$ cat src/rrpq_pkg.sv
// ----------------------------------------------------------------------------
// rrpq_pkg
// Shared types and constants for the round-robin process queue: field widths,
// action and status codes, controller states, the entry word and cell controls.
// ----------------------------------------------------------------------------
package rrpq_pkg;

  localparam int DEPTH_DEF = 16;
  localparam int PID_W     = 22;
  localparam int SER_W     = 16;
  localparam int ACT_W     = 2;
  localparam int ST_W      = 2;
  localparam int CNT_OUT_W = 5;

  typedef enum logic [ACT_W-1:0] {
    ACT_ENQ    = 2'd0,
    ACT_REMOVE = 2'd1,
    ACT_ROTATE = 2'd2,
    ACT_LOOKUP = 2'd3
  } action_t;

  typedef enum logic [ST_W-1:0] {
    ST_OK       = 2'd0,
    ST_EMPTY    = 2'd1,
    ST_NOTFOUND = 2'd2,
    ST_FULL     = 2'd3
  } status_t;

  typedef enum logic [1:0] {
    S_IDLE,
    S_MATCH,
    S_SCAN,
    S_APPLY
  } state_t;

  typedef struct packed {
    logic [PID_W-1:0] pid;
    logic [SER_W-1:0] ser;
  } entry_t;

  // Per-cell command: match, scan, shift and load
  typedef struct packed {
    logic match;
    logic scan;
    logic shift;
    logic load;
  } cell_ctl_t;

endpackage

$ cat src/rrpq_cell.sv
// ----------------------------------------------------------------------------
// rrpq_cell
// One queue slot: holds an entry, compares it against the search key, and
// carries one bit of the first-match prefix. Takes its right neighbor's entry
// on a shift and a fresh entry on a load.
// ----------------------------------------------------------------------------
module rrpq_cell (
  input  logic                      clk,
  input  logic                      rst_n,
  input  rrpq_pkg::cell_ctl_t       ctl,
  input  logic                      valid,
  input  logic                      by_serial,
  input  logic [rrpq_pkg::PID_W-1:0] key_pid,
  input  logic [rrpq_pkg::SER_W-1:0] key_ser,
  input  rrpq_pkg::entry_t          nb_ent,
  input  rrpq_pkg::entry_t          load_ent,
  input  logic                      pre_nb,
  output rrpq_pkg::entry_t          ent,
  output logic                      pre
);
  import rrpq_pkg::*;

  entry_t ent_r;
  logic   pre_r;
  logic   hit;

  // Compare the held entry against the key
  assign hit = valid & (by_serial ? (ent_r.ser == key_ser) : (ent_r.pid == key_pid));

  // Capture the hit, then widen it toward the tail one prefix level a cycle
  always_ff @(posedge clk) begin
    if (!rst_n) begin
      pre_r <= 1'b0;
    end else if (ctl.match) begin
      pre_r <= hit;
    end else if (ctl.scan) begin
      pre_r <= pre_r | pre_nb;
    end
  end

  // Load wins over shift
  always_ff @(posedge clk) begin
    if (ctl.load) begin
      ent_r <= load_ent;
    end else if (ctl.shift) begin
      ent_r <= nb_ent;
    end
  end

  assign ent = ent_r;
  assign pre = pre_r;

endmodule

$ cat src/round_robin_process_queue.sv
// Flow: an accepted word passes S_MATCH, then S_SCAN for remove and lookup on a
//   non-empty queue, then S_APPLY, which waits while a result is held under out_stall.
// Handshake: one word at a time; the next word is taken the cycle the
//   controller returns to idle.
//   The search time is set by the first-match prefix, one level per cycle.
// Reset: synchronous, active low; empties the queue and zeroes the serial counter.
// ----------------------------------------------------------------------------
// round_robin_process_queue
// Ordered round-robin ready queue built as a row of slot cells. Every cell
// matches in parallel; a log-step prefix picks the entry nearest the head,
// and removal closes the gap by shifting the cells behind it by one.
// ----------------------------------------------------------------------------
module round_robin_process_queue #(
  parameter int DEPTH = rrpq_pkg::DEPTH_DEF
) (
  input  logic                            clk,
  input  logic                            rst_n,
  input  logic                            in_valid,
  output logic                            in_stall,
  input  logic [rrpq_pkg::ACT_W-1:0]      in_action,
  input  logic [rrpq_pkg::PID_W-1:0]      in_proc_pid,
  input  logic [rrpq_pkg::SER_W-1:0]      in_lookup_id,
  output logic                            out_valid,
  input  logic                            out_stall,
  output logic [rrpq_pkg::ST_W-1:0]       out_status,
  output logic [rrpq_pkg::PID_W-1:0]      out_result_pid,
  output logic [rrpq_pkg::SER_W-1:0]      out_result_id,
  output logic [rrpq_pkg::CNT_OUT_W-1:0]  out_entry_count
);
  import rrpq_pkg::*;

  localparam int CNT_W = $clog2(DEPTH + 1);
  localparam int LVLS  = $clog2(DEPTH);
  localparam int LVL_W = (LVLS > 1) ? $clog2(LVLS) : 1;

  // Controller and item registers
  state_t           state_r, state_nxt;
  logic [CNT_W-1:0] count_r, count_nxt;
  logic [SER_W-1:0] serial_r, serial_nxt;
  logic [LVL_W-1:0] lvl_r, lvl_nxt;
  action_t          act_r;
  logic [PID_W-1:0] key_pid_r;
  logic [SER_W-1:0] key_ser_r;

  // Output register
  logic                 out_valid_r;
  status_t              out_status_r;
  entry_t               out_ent_r;
  logic [CNT_OUT_W-1:0] out_count_r;

  // Cell row
  entry_t           cell_ent [DEPTH];
  logic [DEPTH-1:0] pre_vec, pre_sh, first_vec, valid_vec;
  logic [DEPTH-1:0] match_v, scan_v, shift_v, load_v;
  entry_t           load_ent, sel_ent, res_ent;
  status_t          res_status;

  logic accept, out_free, apply_go, found, is_search;

  assign accept    = in_valid & ~in_stall;
  assign out_free  = ~out_valid_r | ~out_stall;
  assign apply_go  = (state_r == S_APPLY) & out_free;
  assign found     = pre_vec[DEPTH-1];
  assign is_search = (act_r == ACT_REMOVE) || (act_r == ACT_LOOKUP);
  assign in_stall  = (state_r != S_IDLE);

  // Occupied slots
  always_comb begin
    for (int i = 0; i < DEPTH; i++) begin
      valid_vec[i] = (CNT_W'(i) < count_r);
    end
  end

  // Prefix neighbor at distance 2^level
  always_comb begin
    pre_sh = '0;
    for (int k = 0; k < LVLS; k++) begin
      if (lvl_r == LVL_W'(k)) begin
        pre_sh = pre_vec << (1 << k);
      end
    end
  end

  // Pick the matching entry nearest the head
  assign first_vec = pre_vec & ~(pre_vec << 1);

  always_comb begin
    sel_ent = '0;
    for (int i = 0; i < DEPTH; i++) begin
      if (first_vec[i]) begin
        sel_ent = sel_ent | cell_ent[i];
      end
    end
  end

  // Cells
  for (genvar g = 0; g < DEPTH; g++) begin : g_cell
    cell_ctl_t ctl;
    entry_t    nb;

    assign ctl = '{match: match_v[g], scan: scan_v[g], shift: shift_v[g], load: load_v[g]};

    if (g == DEPTH - 1) begin : g_last
      assign nb = cell_ent[g];
    end else begin : g_mid
      assign nb = cell_ent[g+1];
    end

    rrpq_cell u_cell (
      .clk       (clk),
      .rst_n     (rst_n),
      .ctl       (ctl),
      .valid     (valid_vec[g]),
      .by_serial (act_r == ACT_LOOKUP),
      .key_pid   (key_pid_r),
      .key_ser   (key_ser_r),
      .nb_ent    (nb),
      .load_ent  (load_ent),
      .pre_nb    (pre_sh[g]),
      .ent       (cell_ent[g]),
      .pre       (pre_vec[g])
    );
  end

  // Next state
  always_comb begin
    state_nxt = state_r;
    unique case (state_r)
      S_IDLE: begin
        if (accept) state_nxt = S_MATCH;
      end
      S_MATCH: begin
        state_nxt = (is_search && (count_r != '0)) ? S_SCAN : S_APPLY;
      end
      S_SCAN: begin
        if (lvl_r == LVL_W'(LVLS - 1)) state_nxt = S_APPLY;
      end
      S_APPLY: begin
        if (out_free) state_nxt = S_IDLE;
      end
      default: state_nxt = S_IDLE;
    endcase
  end

  // Cell commands, result and state updates
  always_comb begin
    match_v    = '0;
    scan_v     = '0;
    shift_v    = '0;
    load_v     = '0;
    load_ent   = '0;
    lvl_nxt    = lvl_r;
    count_nxt  = count_r;
    serial_nxt = serial_r;
    res_status = ST_OK;
    res_ent    = '0;
    unique case (state_r)
      S_IDLE: begin
      end
      S_MATCH: begin
        match_v = '1;
        lvl_nxt = '0;
      end
      S_SCAN: begin
        scan_v  = '1;
        lvl_nxt = lvl_r + 1'b1;
      end
      S_APPLY: begin
        if (act_r == ACT_ENQ) begin
          if (count_r == CNT_W'(DEPTH)) begin
            res_status = ST_FULL;
          end else begin
            load_ent = '{pid: key_pid_r, ser: serial_r};
            for (int i = 0; i < DEPTH; i++) begin
              load_v[i] = apply_go & (CNT_W'(i) == count_r);
            end
            res_ent    = load_ent;
            count_nxt  = count_r + 1'b1;
            serial_nxt = serial_r + 1'b1;
          end
        end else if (count_r == '0) begin
          res_status = ST_EMPTY;
        end else begin
          unique case (act_r)
            ACT_ROTATE: begin
              // Head goes to the last occupied slot, the rest move up
              load_ent = cell_ent[0];
              shift_v  = {DEPTH{apply_go}};
              for (int i = 0; i < DEPTH; i++) begin
                load_v[i] = apply_go & (CNT_W'(i) == count_r - 1'b1);
              end
              res_ent = cell_ent[0];
            end
            ACT_REMOVE: begin
              if (found) begin
                shift_v   = pre_vec & {DEPTH{apply_go}};
                res_ent   = sel_ent;
                count_nxt = count_r - 1'b1;
              end else begin
                res_status = ST_NOTFOUND;
              end
            end
            ACT_LOOKUP: begin
              if (found) begin
                res_ent = sel_ent;
              end else begin
                res_status = ST_NOTFOUND;
              end
            end
            default: begin
            end
          endcase
        end
      end
      default: begin
      end
    endcase
  end

  // Controller registers
  always_ff @(posedge clk) begin
    if (!rst_n) begin
      state_r  <= S_IDLE;
      count_r  <= '0;
      serial_r <= '0;
      lvl_r    <= '0;
    end else begin
      state_r <= state_nxt;
      lvl_r   <= lvl_nxt;
      if (apply_go) begin
        count_r  <= count_nxt;
        serial_r <= serial_nxt;
      end
    end
  end

  // Hold the accepted word
  always_ff @(posedge clk) begin
    if (accept) begin
      act_r     <= action_t'(in_action);
      key_pid_r <= in_proc_pid;
      key_ser_r <= in_lookup_id;
    end
  end

  // Result word
  always_ff @(posedge clk) begin
    if (!rst_n) begin
      out_valid_r <= 1'b0;
    end else if (apply_go) begin
      out_valid_r <= 1'b1;
    end else if (~out_stall) begin
      out_valid_r <= 1'b0;
    end
  end

  always_ff @(posedge clk) begin
    if (apply_go) begin
      out_status_r <= res_status;
      out_ent_r    <= res_ent;
      out_count_r  <= CNT_OUT_W'(count_nxt);
    end
  end

  assign out_valid       = out_valid_r;
  assign out_status      = out_status_r;
  assign out_result_pid  = out_ent_r.pid;
  assign out_result_id   = out_ent_r.ser;
  assign out_entry_count = out_count_r;

  // Checks
  a_count_bound: assert property (@(posedge clk) disable iff (!rst_n)
    count_r <= CNT_W'(DEPTH))
    else $error("queue count exceeds depth");

  a_result_from_apply: assert property (@(posedge clk) disable iff (!rst_n)
    $rose(out_valid_r) |-> $past(state_r == S_APPLY))
    else $error("result word raised outside apply");

  a_first_onehot: assert property (@(posedge clk) disable iff (!rst_n)
    (state_r == S_APPLY) && is_search |-> $onehot0(first_vec))
    else $error("more than one first match");

  a_serial_with_enq: assert property (@(posedge clk) disable iff (!rst_n)
    apply_go && (serial_nxt != serial_r) |-> (count_nxt == count_r + 1'b1))
    else $error("serial advanced without an enqueue");

  a_stall_while_busy: assert property (@(posedge clk) disable iff (!rst_n)
    (state_r == S_SCAN) |=> (state_r == S_SCAN) || (state_r == S_APPLY))
    else $error("search left before apply");

endmodule

$ cat config.mk
export PLATFORM = sky130hd
export DESIGN_NAME = round_robin_process_queue
export DESIGN_NICKNAME = d
export VERILOG_FILES = /design/src/rrpq_pkg.sv /design/src/rrpq_cell.sv /design/src/round_robin_process_queue.sv
export SDC_FILE = /design/constraint.sdc
export NUM_CORES = 2
export LEC_CHECK = 0
export BUFFER_PORTS_ARGS = -buffer_cell sky130_fd_sc_hd__buf_2
export CAP_MARGIN = 15
export CORE_ASPECT_RATIO = 1.2
export CORE_MARGIN = 10
export CORE_UTILIZATION = 55
export CTS_CLUSTER_SIZE = 16
export DETAILED_ROUTE_END_ITERATION = 10
export PLACE_DENSITY = 0.71
export SLEW_MARGIN = 10
export SYNTH_ARGS = -nofsm -noshare
export SYNTH_HDL_FRONTEND = slang
export SYNTH_SLANG_ARGS = --single-unit
$ cat constraint.sdc
create_clock -name clk -period 6.9 [get_ports clk]
set_input_delay 1.38 -clock clk [delete_from_list [all_inputs] [get_ports clk]]
set_output_delay 1.38 -clock clk [all_outputs]
set_load 0.01 [all_outputs]
==> flow_summary.toml <==
[place]
hpwl_um = 127000
pre_cts_slack_ns = 2.25
portBuffers = 90
post_dp_cell_area_sq_um = 42800
place_congestion = 1.16

[worst_setup_path]
critPathTopFamily = "compound AO/OA/AOI/OAI gates"
crit_path_top_delay_cell = "a21oi_1"
arrival_ns = 5.15
endpoint_kind = "flop"
start_kind = "flop"
worstPathRequired_ns = 7.20
worstPathMaxFanout = 22
cp.buffers_inverters = 3
critPathKind = "reg2reg"
critical-path-max-stage-delay_ns = 1.01
cp_common_cell = "buf_4"
path_cells = "inv_1, ha_1, a21oi_1, nand3_1, buf_4, o21bai_4, buf_4"

[clocking]
cts_resized = 0
cts_buffer_depth = 3
post-cts-setup-buffers = 0
cts_tree = "yes"
worst_skew_pair.late_latency_ns = 0.65
holdBufCountCts = 0
cts_sinks = 735
clk_pin_slew_ns = 0.06
cts-buffers-inserted = 79
cts_htree_levels = 3
clockRootBuffer = "clkbuf_16"

[global_routing]
grt_pass1_wl_um = 261000
grt_pass1_vias = 33082
grt_usage = 0.429
overflow = 0
antenna_found_initial = 9
grt_max_degree = 78

[synth]
yosysWarnings = 0
ys.flop_type = "edfxtp_1"
synth_cells = 4008
syn_area_sq_um = 41100
avgSynthCellArea_sq_um = 10.3
async_flop_share = 0
synth-seq-area-share = 0.527
synth_edf_count = 693
synthDistinctLibCells = 58
synth_nets = 4073
ys_ff_latch = 735

[power_and_ir_drop]
p_switching_mw = 5.23
clock_power_share = 0.313
swShare = 0.375
intPower_mw = 8.72
power_mw = 13.9
pwr-share-seq = 0.373
ir_drop_mv = 0.235
p_leak_nw = 14.9
powerDensity_nw_per_um2 = 307
p_comb_frac = 0.313

[timing]
period_needed_ns = 4.85
max_slew.worst_pin.slew_ns = 1.34
final_max_slew_viol_count = 0
hold_viol = 0
fmax_ghz = 0.206
tns_ns = 0
finalCritPeriodShare = 0.703
worst_slack_ns = 2.05
skew_ns = 0.0182
rsz0062_at_grt = "no"
slew_headroom = 0.102
setup_viol = 0

[floorplan]
die_h_um = 319
rows = 109
die-width_um = 270
initial_core_util = 0.556
die_area_sq_um = 86100
num_io_pins = 91
coreArea_sq_um = 73900

[drt]
viasPerCell = 7.17
ant_nets = 0
wire_per_inst_um = 37.7
drtIter0Drc = 6489
vias = 35991
drt_first_pass_iters = 7
drc_errors = 0
routed_wl_um = 189000

[finish]
most-common-layout-cells = "693 x edfxtp_1, 650 x nor2_1, 590 x a21oi_1"
final_common_cell = "edfxtp_1"
nets = 4018
design_area_sq_um = 45500
layout-drive-gt1-share = 0.0986
area_delta_synth_final_pct = 10.7

[run]
cap_violations = 0

[status]
status = "complete, no violations"

[min_path]
hp-class = "reg2reg"
[cell type report]
cell class                      count  area, sq um
Clock buffer                      106         2140
Tap cell                          999         1250
Clock inverter                     38          410
Sequential cell                   735        21700
Multi-Input combinational cell   2859        18400
Inverter                           58          221
Antenna cell                        5         12.5
Timing Repair Buffer              220         1450
Fill cell                        6316        28400
[cell families (layout without fill, tap and decap cells)]
family | Yosys count | after routing | synth area share
multiplexers | 40 | 40 | 0.00974
AO/OA/AOI/OAI | 1083 | 1083 | 0.161
adder cells (fa/ha/maj) | 21 | 21 | 0.00639
other | 0 | 5 | 0
AND/OR/NAND/NOR | 1089 | 1089 | 0.121
XOR/XNOR | 626 | 626 | 0.133
buffers and inverters | 414 | 422 | 0.0414
flip-flops | 735 | 735 | 0.527
[per-stage QoR]
stage	instances	utilization	hold WS, ns
finish	5020	0.616	0.519
global route	5015	0.615	0.561
CTS	5009	0.614	0.514
detailed placement	4865	0.579	0.503
global placement	4865	0.579	0.496
floorplan	4008	-	0.471
[state kept, by name, indices dropped and copies added, names as in the netlist]
name / count
serial_r: 16
out_result_id: 16
lvl_r: 2
out_status: 2
count_r: 5
g_cell.u_cell.pre: 16
out_entry_count: 5
g_cell.u_cell.ent: 608
act_r: 2
out_result_pid: 22
out_valid: 1
key_pid_r: 22
state_r: 2
key_ser_r: 16
[cell usage after synthesis, drive strengths merged, types with 9 or more instances]
cell,n,share of area
a21oi,591,0.072
a221oi,21,0.0045
a22o,21,0.0045
a22oi,304,0.056
a31oi,9,0.0014
buf,134,0.016
clkbuf,222,0.020
dfxtp,42,0.020
edfxtp,693,0.51
ha,21,0.0064
inv,56,0.0051
mux2i,40,0.0097
nand2,50,0.0046
nand3,56,0.0068
nand4,160,0.024
nor2,650,0.059
nor2b,19,0.0029
nor3,35,0.0045
nor4,83,0.013
o21ai,32,0.0039
o21bai,15,0.0027
o22ai,50,0.0079
xnor2,373,0.079
xor2,253,0.054
[power groups by stage]
| stage | logic, mW | clock network [mW] | registers [mW] |
|---|---|---|---|
| final | 4.37 | 4.37 | 5.21 |
| after global routing | 4.35 | 4.50 | 5.22 |
| after CTS | 4.05 | 4.34 | 5.20 |
| after detailed placement | 4.04 | 0 | 5.29 |
| after global placement | 4.02 | 0 | 5.29 |
| after floorplan | 2.40 | 0 | 5.13 |
[per-layer routing]
layer	up-vias	GRT usage	routed length, um
met2	3345	0.652	82800
li1	14578	-	-
met5	-	0	63
met4	10	0.373	21200
met1	17163	0.503	60700
met3	895	0.110	24300
[final timing paths]
| check | cells after the start | slack [ns] | start | endpoint |
|---|---|---|---|---|
| worst max-delay path | 7 | 2.05 | count_r[1] | g_cell[7].u_cell.ent[29] |
| worst min-delay path | 2 | 0.52 | lvl_r[1] | lvl_r[1] |
| worst max register to register | 7 | 2.05 | count_r[1] | g_cell[7].u_cell.ent[29] |
| worst min register to register | 2 | 0.52 | lvl_r[1] | lvl_r[1] |
[worst reg2reg max path: cells and delay by family (launching register included)]
family / cells / cell delay [ns]
AND/OR/NAND/NOR: 1 / 0.16
AO/OA/AOI/OAI: 2 / 1.98
buffers and inverters: 3 / 1.08
adder cells (fa/ha/maj): 1 / 0.49
flip-flops: 1 / 0.76
(Power assumes the default switching activity.)
